==> src/rtl/core/sfp_pkg.sv <==
`timescale 1ns / 1ps
`default_nettype none

package sfp_pkg;

  // Largest LEN accepted in a frame header
  localparam logic [7:0] MaxData = 8'd8;

  localparam logic [7:0] StartByte = 8'hEE;
  localparam logic [7:0] EscByte   = 8'hEA;
  localparam logic [7:0] EscStart  = 8'hEB;
  localparam logic [7:0] EscEsc    = 8'hEC;
  localparam logic [7:0] NotMask   = 8'hFF;

  localparam int unsigned OutWidth = 80;

  typedef enum logic [2:0] {
    StatusOk             = 3'd0,
    StatusUnknownCmd     = 3'd1,
    StatusCheckMismatch  = 3'd2,
    StatusBadEscape      = 3'd3,
    StatusNotLenMismatch = 3'd4,
    StatusLenOverLimit   = 3'd5
  } status_e;

  typedef struct packed {
    status_e     status;
    logic [7:0]  command;
    logic [3:0]  data_count;
    logic [63:0] payload;
  } result_t;

  function automatic logic known_command(input logic [7:0] c);
    return (c >= 8'h01 && c <= 8'h04) || c == 8'h11 || c == 8'h22 ||
           c == 8'h33 || c == 8'h44 || c == 8'h55 || c == 8'h66;
  endfunction

endpackage

`default_nettype wire

==> src/rtl/core/sfp_in_stage.sv <==
`timescale 1ns / 1ps
`default_nettype none

module sfp_in_stage (
  input  wire logic       clk_i,
  input  wire logic       rst_ni,
  input  wire logic       s_axis_tvalid,
  output logic            s_axis_tready,
  input  wire logic [7:0] s_axis_tdata,   // [7:0] rx_byte
  input  wire logic       advance_i,
  output logic            byte_valid_o,
  output logic [7:0]      byte_o
);

  logic       valid_q;
  logic [7:0] byte_q;

  // the register frees up in the same cycle the core consumes it
  assign s_axis_tready = !valid_q || advance_i;

  always_ff @(posedge clk_i or negedge rst_ni) begin
    if (!rst_ni) begin
      valid_q <= 1'b0;
    end else if (s_axis_tvalid && s_axis_tready) begin
      valid_q <= 1'b1;
    end else if (advance_i) begin
      valid_q <= 1'b0;
    end
  end

  always_ff @(posedge clk_i) begin
    if (s_axis_tvalid && s_axis_tready) begin
      byte_q <= s_axis_tdata;
    end
  end

  assign byte_valid_o = valid_q;
  assign byte_o       = byte_q;

endmodule

`default_nettype wire

==> src/rtl/core/sfp_core.sv <==
`timescale 1ns / 1ps
`default_nettype none

module sfp_core (
  input  wire logic       clk_i,
  input  wire logic       rst_ni,
  input  wire logic       advance_i,
  input  wire logic [7:0] byte_i,
  output logic            res_valid_o,
  output sfp_pkg::result_t res_o
);

  logic        in_frame_q, in_frame_d;
  logic [3:0]  pos_q, pos_d;
  logic [3:0]  len_q, len_d;
  logic        esc_q, esc_d;
  logic [7:0]  cmd_q, cmd_d;
  logic [63:0] payload_q, payload_d;
  logic [11:0] parity_q, parity_d;
  logic [7:0]  chk_q, chk_d;

  logic            take;
  logic [7:0]      data_byte;
  logic [4:0]      data_end;
  logic [15:0]     check_word;
  logic [2:0]      slot;
  logic [3:0]      rcv_count;
  sfp_pkg::status_e status;

  assign data_end   = {1'b0, len_q} + 5'd4;
  // parity bits are left-aligned into the 16-bit check word
  assign check_word = {parity_q, 4'b0000} << (4'd8 - len_q);
  assign slot       = 3'(pos_q - 4'd4);
  assign rcv_count  = (pos_q <= 4'd4) ? 4'd0 :
                      ((pos_q - 4'd4) > len_q) ? len_q : (pos_q - 4'd4);

  always_comb begin
    in_frame_d  = in_frame_q;
    pos_d       = pos_q;
    len_d       = len_q;
    esc_d       = esc_q;
    cmd_d       = cmd_q;
    payload_d   = payload_q;
    parity_d    = parity_q;
    chk_d       = chk_q;
    take        = 1'b0;
    data_byte   = byte_i;
    res_valid_o = 1'b0;
    status      = sfp_pkg::StatusOk;

    if (advance_i) begin
      priority if (byte_i == sfp_pkg::StartByte) begin
        in_frame_d = 1'b1;
        pos_d      = 4'd1;
        len_d      = 4'd0;
        esc_d      = 1'b0;
        cmd_d      = 8'h00;
        payload_d  = 64'h0;
        parity_d   = {11'h000, ^sfp_pkg::StartByte};
        chk_d      = 8'h00;
      end else if (!in_frame_q) begin
        // idle: drop the byte
      end else if (pos_q <= 4'd1) begin
        if (byte_i > sfp_pkg::MaxData) begin
          res_valid_o = 1'b1;
          status      = sfp_pkg::StatusLenOverLimit;
        end else begin
          len_d    = byte_i[3:0];
          parity_d = {parity_q[10:0], ^byte_i};
          pos_d    = 4'd2;
        end
      end else if (pos_q == 4'd2) begin
        if ((byte_i ^ {4'h0, len_q}) != sfp_pkg::NotMask) begin
          res_valid_o = 1'b1;
          status      = sfp_pkg::StatusNotLenMismatch;
        end else begin
          parity_d = {parity_q[10:0], ^byte_i};
          pos_d    = 4'd3;
        end
      end else if (pos_q == 4'd3) begin
        cmd_d    = byte_i;
        parity_d = {parity_q[10:0], ^byte_i};
        pos_d    = 4'd4;
      end else begin
        // data and check bytes go through the unstuffing
        priority if (esc_q) begin
          esc_d = 1'b0;
          priority if (byte_i == sfp_pkg::EscStart) begin
            data_byte = sfp_pkg::StartByte;
            take      = 1'b1;
          end else if (byte_i == sfp_pkg::EscEsc) begin
            data_byte = sfp_pkg::EscByte;
            take      = 1'b1;
          end else begin
            res_valid_o = 1'b1;
            status      = sfp_pkg::StatusBadEscape;
          end
        end else if (byte_i == sfp_pkg::EscByte) begin
          esc_d = 1'b1;
        end else begin
          take = 1'b1;
        end

        if (take) begin
          pos_d = pos_q + 4'd1;
          priority if ({1'b0, pos_q} < data_end) begin
            payload_d[{slot, 3'b000} +: 8] = payload_q[{slot, 3'b000} +: 8] | data_byte;
            parity_d = {parity_q[10:0], ^data_byte};
          end else if ({1'b0, pos_q} == data_end) begin
            chk_d = data_byte;
          end else begin
            res_valid_o = 1'b1;
            if (chk_q != check_word[15:8] || data_byte != check_word[7:0]) begin
              status = sfp_pkg::StatusCheckMismatch;
            end else if (!sfp_pkg::known_command(cmd_q)) begin
              status = sfp_pkg::StatusUnknownCmd;
            end else begin
              status = sfp_pkg::StatusOk;
            end
          end
        end
      end
    end

    if (res_valid_o) begin
      in_frame_d = 1'b0;
      esc_d      = 1'b0;
    end
  end

  assign res_o.status     = status;
  assign res_o.command    = cmd_q;
  assign res_o.data_count = rcv_count;
  assign res_o.payload    = payload_q;

  always_ff @(posedge clk_i or negedge rst_ni) begin
    if (!rst_ni) begin
      in_frame_q <= 1'b0;
      pos_q      <= 4'd0;
      len_q      <= 4'd0;
      esc_q      <= 1'b0;
      cmd_q      <= 8'h00;
      payload_q  <= 64'h0;
      parity_q   <= 12'h000;
      chk_q      <= 8'h00;
    end else begin
      in_frame_q <= in_frame_d;
      pos_q      <= pos_d;
      len_q      <= len_d;
      esc_q      <= esc_d;
      cmd_q      <= cmd_d;
      payload_q  <= payload_d;
      parity_q   <= parity_d;
      chk_q      <= chk_d;
    end
  end

endmodule

`default_nettype wire

==> src/rtl/core/sfp_out_stage.sv <==
`timescale 1ns / 1ps
`default_nettype none

module sfp_out_stage (
  input  wire logic                            clk_i,
  input  wire logic                            rst_ni,
  input  wire logic                            load_i,
  input  wire sfp_pkg::result_t                res_i,
  output logic                                 m_axis_tvalid,
  input  wire logic                            m_axis_tready,
  // [2:0] status, [10:3] command, [14:11] data_count, [78:15] payload, [79] zero
  output logic [sfp_pkg::OutWidth-1:0]         m_axis_tdata
);

  logic                          valid_q;
  logic [sfp_pkg::OutWidth-1:0]  data_q;

  always_ff @(posedge clk_i or negedge rst_ni) begin
    if (!rst_ni) begin
      valid_q <= 1'b0;
    end else if (load_i) begin
      valid_q <= 1'b1;
    end else if (m_axis_tready) begin
      valid_q <= 1'b0;
    end
  end

  always_ff @(posedge clk_i) begin
    if (load_i) begin
      data_q <= {1'b0, res_i.payload, res_i.data_count, res_i.command, res_i.status};
    end
  end

  assign m_axis_tvalid = valid_q;
  assign m_axis_tdata  = data_q;

endmodule

`default_nettype wire

==> src/rtl/core/stuffed_frame_parser_parity_check_top.sv <==
`timescale 1ns / 1ps
`default_nettype none
// Byte-stream frame parser with escape decoding and a parity check word.
// Input stream (s_axis): one raw received byte per transfer, in tdata[7:0].
// Output stream (m_axis): one 80-bit result per completed or failed frame:
//   status, command, decoded data byte count and up to eight payload bytes.
// Frames are 0xEE, LEN, ~LEN, CMD, LEN data bytes and two check bytes;
// 0xEA 0xEB and 0xEA 0xEC in the data and check bytes decode to 0xEE / 0xEA.
// Throughput: one byte per cycle while no stalled result is held. Each byte
// passes an input register and is then folded into the frame state by the
// parser core, which also loads the result register, so a result shows on
// m_axis from that register once the core takes the byte that ends the frame.
// Bytes that produce no result (most of them) never touch the output side.
// If a result is still held because the receiver stalls, the core stops at
// the next byte; s_axis_tready then drops once the input register is full.
// Reset clears the frame state (waiting for 0xEE) and both stage valid flags.
module stuffed_frame_parser_parity_check_top (
  input  wire logic                          clk_i,
  input  wire logic                          rst_ni,
  input  wire logic                          s_axis_tvalid,
  output logic                               s_axis_tready,
  input  wire logic [7:0]                    s_axis_tdata,   // [7:0] rx_byte
  output logic                               m_axis_tvalid,
  input  wire logic                          m_axis_tready,
  // [2:0] status, [10:3] command, [14:11] data_count, [78:15] payload, [79] zero
  output logic [sfp_pkg::OutWidth-1:0]       m_axis_tdata
);

  logic             byte_valid;
  logic [7:0]       rx_byte;
  logic             advance;
  logic             res_valid;
  sfp_pkg::result_t res;

  assign advance = byte_valid && (!m_axis_tvalid || m_axis_tready);

  sfp_in_stage u_in (
    .clk_i         (clk_i),
    .rst_ni        (rst_ni),
    .s_axis_tvalid (s_axis_tvalid),
    .s_axis_tready (s_axis_tready),
    .s_axis_tdata  (s_axis_tdata),
    .advance_i     (advance),
    .byte_valid_o  (byte_valid),
    .byte_o        (rx_byte)
  );

  sfp_core u_core (
    .clk_i       (clk_i),
    .rst_ni      (rst_ni),
    .advance_i   (advance),
    .byte_i      (rx_byte),
    .res_valid_o (res_valid),
    .res_o       (res)
  );

  sfp_out_stage u_out (
    .clk_i         (clk_i),
    .rst_ni        (rst_ni),
    .load_i        (res_valid),
    .res_i         (res),
    .m_axis_tvalid (m_axis_tvalid),
    .m_axis_tready (m_axis_tready),
    .m_axis_tdata  (m_axis_tdata)
  );

endmodule

`default_nettype wire

==> config.mk <==
export PLATFORM = sky130hd
export DESIGN_NAME = stuffed_frame_parser_parity_check_top
export DESIGN_NICKNAME = d
export VERILOG_FILES = /design/src/rtl/core/sfp_pkg.sv /design/src/rtl/core/sfp_in_stage.sv /design/src/rtl/core/sfp_core.sv /design/src/rtl/core/sfp_out_stage.sv /design/src/rtl/core/stuffed_frame_parser_parity_check_top.sv
export SDC_FILE = /design/constraint.sdc
export NUM_CORES = 1
export LEC_CHECK = 0
export ABC_AREA = 1
export BUFFER_PORTS_ARGS = -buffer_cell sky130_fd_sc_hd__buf_2
export CAP_MARGIN = 20
export CORE_MARGIN = 4
export CORE_UTILIZATION = 60
export CTS_BUF_LIST = sky130_fd_sc_hd__clkbuf_2 sky130_fd_sc_hd__clkbuf_4 sky130_fd_sc_hd__clkbuf_8
export CTS_CLUSTER_DIAMETER = 60
export DETAILED_ROUTE_END_ITERATION = 10
export HOLD_SLACK_MARGIN = 0.1
export PLACE_DENSITY = 0.79
export SLEW_MARGIN = 20
export SYNTH_ARGS = -nofsm -noshare
export SYNTH_HDL_FRONTEND = slang
export SYNTH_HIERARCHICAL = 1
export SYNTH_SLANG_ARGS = --single-unit
export TNS_END_PERCENT = 50
==> constraint.sdc <==
create_clock -name clk_i -period 4.1 [get_ports clk_i]
set_input_delay 0 -clock clk_i [delete_from_list [all_inputs] [get_ports clk_i]]
set_output_delay 0 -clock clk_i [all_outputs]
set_load 0.1 [all_outputs]
# After elaboration in Yosys (flattened, before gate mapping)
# Cells that the tools add are included.
[classes] addsub=5 order_cmp=7 n_eq_ne=26 n_shift=4 mux=105 bitwise_logic=4 n_reduce_logical=38
[op_table] operator="64-bit 2-to-1 mux" count=7
[op_table] operator="8-bit 2-to-1 mux" count=22
[op_table] operator="12-bit 2-to-1 mux" count=9
[op_table] operator="64-bit bitwise mux" count=1
[op_table] operator="8-bit by 8-bit variable shift with 64-bit output (first input constant)" count=1
[op_table] operator="64-bit by 7-bit indexed part select with 8-bit output" count=1
[op_table] operator="8-bit by 8-bit indexed part select with 64-bit output" count=1
[op_table] operator="4-bit 2-to-1 mux" count=13
[op_table] operator="1-bit 2-to-1 mux" count=41
[op_table] operator="3-bit 2-to-1 mux" count=11
[op_table] operator="8-bit equality test (second input constant)" count=4
[op_table] operator="8-bit by 7-bit equality test with 1-bit output (second input constant)" count=3
[op_table] operator="2-bit nonzero test" count=10
[op_table] operator="8-bit by 6-bit equality test with 1-bit output (second input constant)" count=2
[op_table] operator="8-bit != test" count=2
[op_table] operator="8-bit XOR reduction" count=2
[op_table] operator="16-bit by 4-bit left shift with 16-bit output" count=1
[op_table] operator="5-bit AND reduction" count=3
[op_table] operator="3-bit by 2-bit != test with 1-bit output (second input constant)" count=4
[op_table] operator="2-bit by 1-bit != test with 1-bit output (second input constant)" count=5
[op_table] operator="5-bit nonzero test" count=2
[op_table] operator="1-bit logical OR" count=9
[op_table] operator="4-bit by 2-bit equality test with 1-bit output (second input constant)" count=2
[op_table] operator="8-bit by 5-bit equality test with 1-bit output (second input constant)" count=1
[op_table] operator="28 further kinds" count=32
[word_totals] regBits=191 inputBits=12 out_inout_bits=82 wordCells=203

# Longest topological paths before layout
# Gate-level depths: netlist of run 1.
[depth] word_depth=20 depth_mapped=19 mapped_depth_nobuf=19

# Hierarchy
# Netlist of run 1, hierarchy kept.
[by_module_without_submodules] mod="sfp_core" instances=1 cells_per_inst=910 area_per_inst_um2=6667.6 seq_area_each_um2=2552.4
[by_module_without_submodules] mod="sfp_out_stage" instances=1 cells_per_inst=86 area_per_inst_um2=2423.6 seq_area_each_um2=2397.3
[by_module_without_submodules] mod="sfp_in_stage" instances=1 cells_per_inst=14 area_per_inst_um2=285.3 seq_area_each_um2=265.3
[by_module_without_submodules] mod="stuffed_frame_parser_parity_check_top" instances=1 cells_per_inst=3 area_per_inst_um2=16.3 seq_area_each_um2=0.0

# Worst setup path after synthesis of run 1
# No wires, ideal clock.
[synth_path] kind="flip-flop to flip-flop" from="register u_core.len_q[2]" to="register u_out.data_q (netlist bit u_out/m_axis_tdata[0]), enable pin" setup_ps=434 arrival_time_ps=3365 t_required_ps=3666 setup_slack_ps=301 path_stages_with_launch=16 n_path_buf=0 period_less_slack_ps=3799 path_cell_list="dfrtp_1 > ha_1 > inv_1 > ha_1 > inv_1 > nor2_1 > nand2_1 > o21ai_0 > a31oi_1 > inv_1 > nand2_1 > nand2_1 > nand2_1 > nand3_1 > nand2_1 > inv_1"
[synth_via] elab_chain_len=11 elab_cells_between_ends=15 cone_classes="add/sub (1); order compare (1); eq/ne (2); mux (10); bitwise (1)"
[synth_lines] element="start: declaration" line_no="sfp_core.sv:15" rtl="logic [3:0] len_q, len_d;"
[synth_lines] element="start signal: assignment" line_no="sfp_core.sv:149" rtl="len_q <= len_d;"
[synth_lines] element="branches (longest 6 deep; another with 4-bit by 3-bit adder with 5-bit output)"
[synth_lines] element="1-bit 2-to-1 mux *" line_no="sfp_core.sv:72" rtl="end else if (pos_q == 4'd2) begin"
[synth_lines] element="1-bit 2-to-1 mux *" line_no="sfp_core.sv:63" rtl="end else if (pos_q <= 4'd1) begin"
[synth_lines] element="1-bit 2-to-1 mux *" line_no="sfp_core.sv:61" rtl="end else if (!in_frame_q) begin"
[synth_lines] element="1-bit 2-to-1 mux *" line_no="sfp_core.sv:52" rtl="priority if (byte_i == sfp_pkg::StartByte) begin"
[synth_lines] element="1-bit 2-to-1 mux *" line_no="sfp_core.sv:51" rtl="if (advance_i) begin"
[synth_lines] element="via res_valid" line_no="stuffed_frame_parser_parity_check_top.sv:32" rtl="logic res_valid;"
[synth_lines] element="end signal: assignment" line_no="sfp_out_stage.sv:30" rtl="data_q <= {1'b0, res_i.payload, res_i.data_count, res_i.command, res_i.status};"
[synth_lines] element="end: declaration" line_no="sfp_out_stage.sv:16" rtl="logic [sfp_pkg::OutWidth-1:0] data_q;"
# Mark *: on every way through the listed nets, which the timed path passes.
# A chain may end at the register's enable or synchronous reset.

# Worst setup path after layout of run 1
[layout_path] from="register u_core.len_q[2]" to="register u_core.payload_q[31]"
[layout_via] elab_chain_len=4
[layout_lines] element="4-bit by 3-bit adder with 5-bit output" line_no="sfp_core.sv:30" rtl="assign data_end = {1'b0, len_q} + 5'd4;"
[layout_lines] element="4-bit by 5-bit less-than comparator with 1-bit output" line_no="sfp_core.sv:106" rtl="priority if ({1'b0, pos_q} < data_end) begin"
[layout_lines] element="2-bit nonzero test (no source line)"
[layout_lines] element="7-bit AND reduction (no source line)"
[layout_lines] element="end signal: assignment" line_no="sfp_core.sv:152" rtl="payload_q <= payload_d;"
[layout_lines] element="end: declaration" line_no="sfp_core.sv:18" rtl="logic [63:0] payload_q, payload_d;"
# No other way between the ends.

==> results of run 1 <==
sequential cells by signal (all words and copies together) (netlist names):
name and count:
u_core/chk_q 8, u_core/cmd_q 8, u_core/esc_q 1, u_core/in_frame_q 1
u_core/len_q 4, u_core/parity_q 12, u_core/payload_q 64, u_core/pos_q 4
u_in/byte_o 8, u_in/byte_valid_o 1, u_out/m_axis_tdata 79, u_out/m_axis_tvalid 1
path summary, 6_finish.rpt:
path                                                to  slack (ns)  cells after the start
min in group clk_i                      u_in/byte_o[0]        0.23                      2
worst max register to register    u_core/payload_q[31]        0.89                     13
worst max-delay path              u_core/payload_q[31]        0.89                     13
worst min register to register  u_out/m_axis_tdata[49]        0.46                      0
max in group asynchronous         u_core/payload_q[45]        2.93                      3
worst min-delay path               u_out/m_axis_tvalid        0.20                      2
cell usage after synthesis (6+ instances only):
cell type,number
dfrtp_1,104
edfxtp_1,87
nand3_4,6
ha_1,28
o21ai_0,66
o21ai_1,39
a21oi_1,33
o21ai_2,22
buf_4,7
inv_1,107
nand2_1,233
inv_2,7
nand3_1,80
clkbuf_1,10
xnor2_1,7
o22ai_1,23
nor3_1,8
nor2_1,89
power breakdown:
| group | leakage (nW) | switching, mW | internal, mW |
|---|---|---|---|
| combinational | 2.51 | 1.64 | 0.612 |
| clock | 0.200 | 0.721 | 0.510 |
| sequential | 2.08 | 0.199 | 2.29 |
stage by stage:
step	hold slack, ns	power (mW)	std cells	cell area [um^2]
6_report	0.197	5.97	1342	10600
2_1_floorplan	-0.296	4.10	1013	9390
4_1_cts	0.201	5.93	1342	10600
5_1_grt	0.221	6.32	1342	10600
3_3_place_gp	0.177	4.64	1298	10000
3_5_place_dp	0.179	4.68	1298	10000
logic make-up after synthesis:
group / after synthesis
other: 1
AO/OA/AOI/OAI: 205
adder cells (fa/ha/maj): 28
XOR/XNOR: 9
flip-flops: 191
AND/OR/NAND/NOR: 437
buffers and inverters: 142
area by class of cell:
cell class                 count  area share [%]
sequential                   191            49.4
multi-input combinational    680            33.9
tap                          211            2.50
clock inverter                15            1.65
timing repair buffer         113            6.28
inverter                     115            4.11
clock buffer                  17            2.22
layer usage:
metal	vias to the layer above	GRT usage [%]	part of all wire, %	wire length (um)
met5	-	0	0	0
met4	0	8.63	2.1	480
met3	53	6.08	10	2370
met2	439	39.9	44	10300
met1	3633	39.6	43	10100
li1	3623	-	-	-
timing repair:
| item | CTS | global route |
|---|---|---|
| hold buffers | 12 | 0 |
| endpoints found under the hold margin | 90 | 0 |
| setup buffers | 0 | 0 |
==> summary.md, run 1 <==
| Metric | Value |
|---|---|
| DP Worst Slack | `between 0.9 and 1 ns` |
| Initial antenna violation count | `0` |
| Critical path fanouts, max | `14` |
| Post-synth EDFFs | `87` |
| Syn Nets | `between 1000 and 1500` |
| Combined area of the multi-input logic cells | `roughly 3600 um^2` |
| Total vias in the final route | `7748` |
| Drt pass-1 iters | `6` |
| Total core area | `15300 um^2` |
| Grt total ovfl | `0` |
| Worst Tran Pin Value | `0.906 ns` |
| R2R Path Start | `u_core/len_q[2]` |
| Area grow syn2layout | `12.4%` |
| CTS tree | `yes` |
| Wire per inst | `17.3 um` |
| Ys async rst share | `between 50% and 60%` |
| Worst Path Required | `~4.5 ns` |
| Crit-path slowest cell | `nor2_4` |
| Tmin final | `3.21 ns` |
| Final setup vio count | `0` |
| First-pass GRT wire length | `roughly 38000 um` |
| Leading cell types in the layout, fill and taps excluded | `233 x nand2_1, 106 x inv_1, 104 x dfrtp_1` |
| Library cells used by synthesis | `45` |
| Commonest non-fill, non-tap cell in the layout | `nand2_1` |
| Die Span Y | `around 130 um` |
| CTS root buf | `clkbuf_8` |
| Rows | `45` |
| Final net count | `1158` |
| Ant diodes | `0` |
| Synth area leaders | `edfxtp_1 28%, dfrtp_1 28%, nand2_1 9.3%, inv_1 4.3%, nand3_1 4.3%` |
| Largest net degree at the start of global routing | `82` |
| Setup TNS Final | `0 ns` |
| P_leak | `approximately 4.8 nW` |
| YS warnings | `6` |
| Highest clock rate | `between 300 and 400 MHz` |
| CP startpoint kind | `register` |
| GRT Total Usage | `between 20% and 30%` |
| Chip width | `~130 um` |
| Post-synthesis sequential area ratio | `between 50% and 60%` |
| Peak supply drop | `302 uV` |
| Cell Chain, Critical Path | `ha_1, inv_1, ha_1, inv_1, nor2_1, nand2_1, o21ai_0, a31oi_1, nor2_1, nor2_4, o21ai_1, nand2_1, o21ai_1` |
| Ys flop type | `dfrtp_1` |
| Hold crit path type | `input pin to asynchronous set/reset pin` |
| Die area | `between 15000 and 20000 um^2` |
| Resize count post-CTS | `0` |
| CP arrival | `3.57 ns` |
| Hpwl dp | `approximately 17000 um` |
| Number of global-route vias before repair | `7190` |
| Fillers | `about 1200` |
| Average size of a mapped cell | `about 9 um^2` |
| Post-Synth Simple-Gate Area | `a little over 20%` |
| Setup Skew | `roughly 0.014 ns` |
| Pins Over Slew Limit | `0` |
| Critical Path Sink Type | `register` |
| CTS buffer count | `17` |
| Total Wirelength | `roughly 23000 um` |
| Io pins | `between 90 and 100` |
| Pwr Density | `565 nW/um^2` |
| Fraction of layout cells with a size suffix above 1 | `between 15 and 20%` |
| Final period util | `78.2%` |
| Compound-Gate Fraction of Synth Area | `between 10% and 20%` |
| Multiplexer share of the synthesized area | `0%` |
| Port Buffers | `about 90` |
| CP top delay family | `simple AND/OR/NAND/NOR gates` |
| 1st-iter DRT viols | `1127` |
| Max Cap Viol | `0` |
| CTS Buffer Depth | `2` |
| GP Congestion | `0.923` |
| CP max stage delay | `~0.54 ns` |
| Xor/xnor share of the synthesized area | `less than 1%` |
| CTS Sinks | `approximately 190` |
| Post-synthesis instance total | `1013` |
| Yosys reg bits | `between 150 and 200` |
| Vias/cell | `5.77` |
| Adder-Cell Fraction of Synth Area | `under 10%` |
| Core Util, Final | `69.2%` |
| Yosys top cell area share | `between 20 and 30%` |
| Clk_lat worst skew | `about 0.48 ns` |
| Cell area after synthesis | `about 9400 um^2` |
| Buf/Inv on CP | `2` |
| Largest family of logic cells by synthesized area | `simple AND/OR/NAND/NOR gates` |
| Starting Density | `between 60% and 70%` |
| Run status | `complete, no violations` |
| Antenna-violating nets left | `0` |
| CP Class | `register to register` |
| Final Hold Viols | `0` |
| H-tree depth | `4` |
| Reg area | `5220 um^2` |
| Final Worst Setup Slack | `around 0.9 ns` |
| Relative slew slack | `between 30% and 40%` |
| Yosys top cell by area | `edfxtp_1` |
| RSZ-0062 raised after global routing | `false` |
| Clock Pin Slew Worst Setup and Hold Paths | `about 0.10 ns` |
| Setup crit start | `u_core/len_q[2]` |
| DR DRC count | `0` |
Power figures use the tool's default switching activity.
==> inputs of run 2 (changes only) <==
clock period = 3 ns   (was 4.1 ns; I/O delays follow)
==> summary.md, run 2 (synthesized netlist as in run 1, its figures left out) <==
| Metric | Value |
|---|---|
| Largest net degree at the start of global routing | `57 (-30%)` |
| Highest clock rate | `366 MHz (+17%)` |
| Final setup vio count | `0 (unchanged)` |
| 1st-iter DRT viols | `862 (-24%)` |
| Critical path fanouts, max | `8 (-6)` |
| GP Congestion | `0.936 (+1.4%)` |
| Total core area | `15300 um^2 (unchanged)` |
| Peak supply drop | `517 uV (+71%)` |
| Reg2Reg Depth | `14 (+1)` |
| Rows | `45 (unchanged)` |
| Worst Path Required | `3.40 ns (-1.06 ns)` |
| CTS tree | `yes` |
| Hold path endpoint | `u_in/byte_o[2]` |
| Fraction of layout cells with a size suffix above 1 | `18.7% (+2.0 points)` |
| Critical Path Sink Type | `register` |
| Final net count | `1177 (+1.6%)` |
| CP startpoint kind | `register` |
| Clock Pin Slew Worst Setup and Hold Paths | `0.11 ns (about the same)` |
| Chip width | `133 um (unchanged)` |
| First-pass GRT wire length | `38300 um (+1.8%)` |
| Pwr Density | `762 nW/um^2 (+35%)` |
| GRT Total Usage | `27.6% (+0.75 points)` |
| Tmin final | `2.73 ns (-0.476 ns)` |
| Starting Density | `61.6% (unchanged)` |
| Antenna-violating nets left | `0 (unchanged)` |
| CP arrival | `3.13 ns (-0.44 ns)` |
| Final Hold Viols | `0 (unchanged)` |
| R2R Path Start | `u_core/len_q[3]` |
| Relative slew slack | `45.1% (+5.4 points)` |
| Core Util, Final | `70.5% (+1.3 points)` |
| Setup Skew | `0.0143 ns (+0.000459 ns)` |
| Run status | `complete, no violations` |
| Worst Tran Pin Value | `0.824 ns (-0.0817 ns)` |
| CP max stage delay | `0.49 ns (-0.05 ns)` |
| Total vias in the final route | `7712 (-0.46%)` |
| Io pins | `94 (unchanged)` |
| Max Cap Viol | `0 (unchanged)` |
| Commonest non-fill, non-tap cell in the layout | `nand2_1` |
| CTS Buffer Depth | `2 (unchanged)` |
| Initial antenna violation count | `0 (unchanged)` |
| Ant diodes | `0 (unchanged)` |
| CTS root buf | `clkbuf_8` |
| CP Class | `register to register` |
| CTS Sinks | `191 (unchanged)` |
| Fillers | `1184 (-1.9%)` |
| Total Wirelength | `24000 um (+3.1%)` |
| Die area | `17700 um^2 (unchanged)` |
| Worst hold stages | `2` |
| Drt pass-1 iters | `5 (-1)` |
| Crit-path slowest cell | `dfrtp_1` |
| Wire per inst | `17.6 um (+1.6%)` |
| DR WL met2 | `10500 um (+1.9%)` |
| Reg-to-reg critical path endpoint | `u_core/payload_q[21]` |
| Final cell count without fillers | `1361 (+1.4%)` |
| CP most frequent cell | `o21ai_1` |
| Metal3 WL | `2290 um (-3.5%)` |
| Dpl cells | `1308 (+0.77%)` |
| Top Metal Used | `met4` |
| Leading cell types in the layout, fill and taps excluded | `231 x nand2_1, 103 x inv_1, 103 x dfrtp_1` |
| Grt total ovfl | `0 (unchanged)` |
| DR DRC count | `0 (unchanged)` |
| CTS buffer count | `17 (unchanged)` |
| Hold crit path type | `input pin to register` |
| Hpwl dp | `17100 um (+3.4%)` |
| Number of flip-flops under the largest register name | `79 (unchanged)` |
| Final period util | `91.0% (+13 points)` |
| Power, Total | `8.19 mW (+37%)` |
| Clk_lat worst skew | `0.48 ns (about the same)` |
| Hold Path Origin | `s_axis_tdata[2]` |
| Port Buffers | `92 (unchanged)` |
| P_leak | `4.88 nW (+1.9%)` |
| H-tree depth | `4 (unchanged)` |
| DRT met1 WL | `10800 um (+7.1%)` |
| Die Span Y | `133 um (unchanged)` |
| Setup TNS Final | `0 ns (unchanged)` |
| Pins Over Slew Limit | `0 (unchanged)` |
| Vias/cell | `5.67 (-1.9%)` |
| Hold slack final | `0.229 ns (+0.0323 ns)` |
| Area grow syn2layout | `14.5%` |
| R2R setup slack | `0.27 ns (-0.62 ns)` |
| Number of global-route vias before repair | `7062 (-1.8%)` |
| Cell Chain, Critical Path | `ha_4, inv_2, ha_4, inv_2, nor2_2, nand2_1, o21ai_1, a31oi_2, nor2_1, nor2_4, buf_12, o21ai_1, nand2_1, o21ai_1` |
## run 2: through the flow
stage,setup WS (ns),cell area (um^2)
after global routing,-0.0151,10800
after floorplan,-0.375,9440
after detailed placement,0.125,10200
after CTS,0.0699,10700
final,0.269,10800
after global placement,0.171,10200
## run 2: final cells by class
| class | instances | area, um^2 | share of cell area (%) |
|---|---|---|---|
| inverter | 115 | 437 | 4.06 |
| timing repair buffer | 132 | 848 | 7.89 |
| sequential | 191 | 5220 | 48.5 |
| multi-input combinational | 680 | 3620 | 33.6 |
| clock buffer | 17 | 234 | 2.17 |
| clock inverter | 15 | 143 | 1.33 |
| tap | 211 | 264 | 2.45 |
## run 2: critical path, delay by kind of cell (launching register included)
family / cells / cell delay, ns
AND/OR/NAND/NOR: 5 / 0.74
AO/OA/AOI/OAI: 4 / 0.65
buffers and inverters: 3 / 0.23
adder cells (fa/ha/maj): 2 / 0.55
flip-flops: 1 / 0.49
## run 2: what timing repair did
item                                    4_1_cts  5_1_grt
hold buffers                                 14        0
buffers inserted                              0        7
hold endpoints to repair                    124        0
endpoints found under the setup margin        0       32
resized for setup                             0        2
## run 2: worst max path at each step
stage,start,to,slack [ns],cells past startpoint
floorplan,u_core/len_q[2],u_out/m_axis_tdata[0],-0.37,15
global route,u_in/byte_o[4],u_out/m_axis_tdata[0],-0.02,19
finish,u_core/len_q[3],u_core/payload_q[21],0.27,14
detailed placement,u_core/len_q[2],u_core/payload_q[21],0.13,13
CTS,u_core/len_q[3],u_core/payload_q[21],0.07,13
global placement,u_in/byte_o[4],u_out/m_axis_tdata[1],0.17,18
## run 2: power breakdown
group | internal [mW] | switching, mW | total, mW
combinational | 0.909 | 2.24 | 3.15
clock | 0.612 | 1.00 | 1.62
sequential | 3.13 | 0.300 | 3.43
## run 2: layer usage
| layer | global-route usage, % | vias up |
|---|---|---|
| li1 | - | 3656 |
| met1 | 43.2 | 3645 |
| met2 | 39.4 | 378 |
| met3 | 5.40 | 33 |
| met4 | 7.89 | 0 |
| met5 | 0 | - |
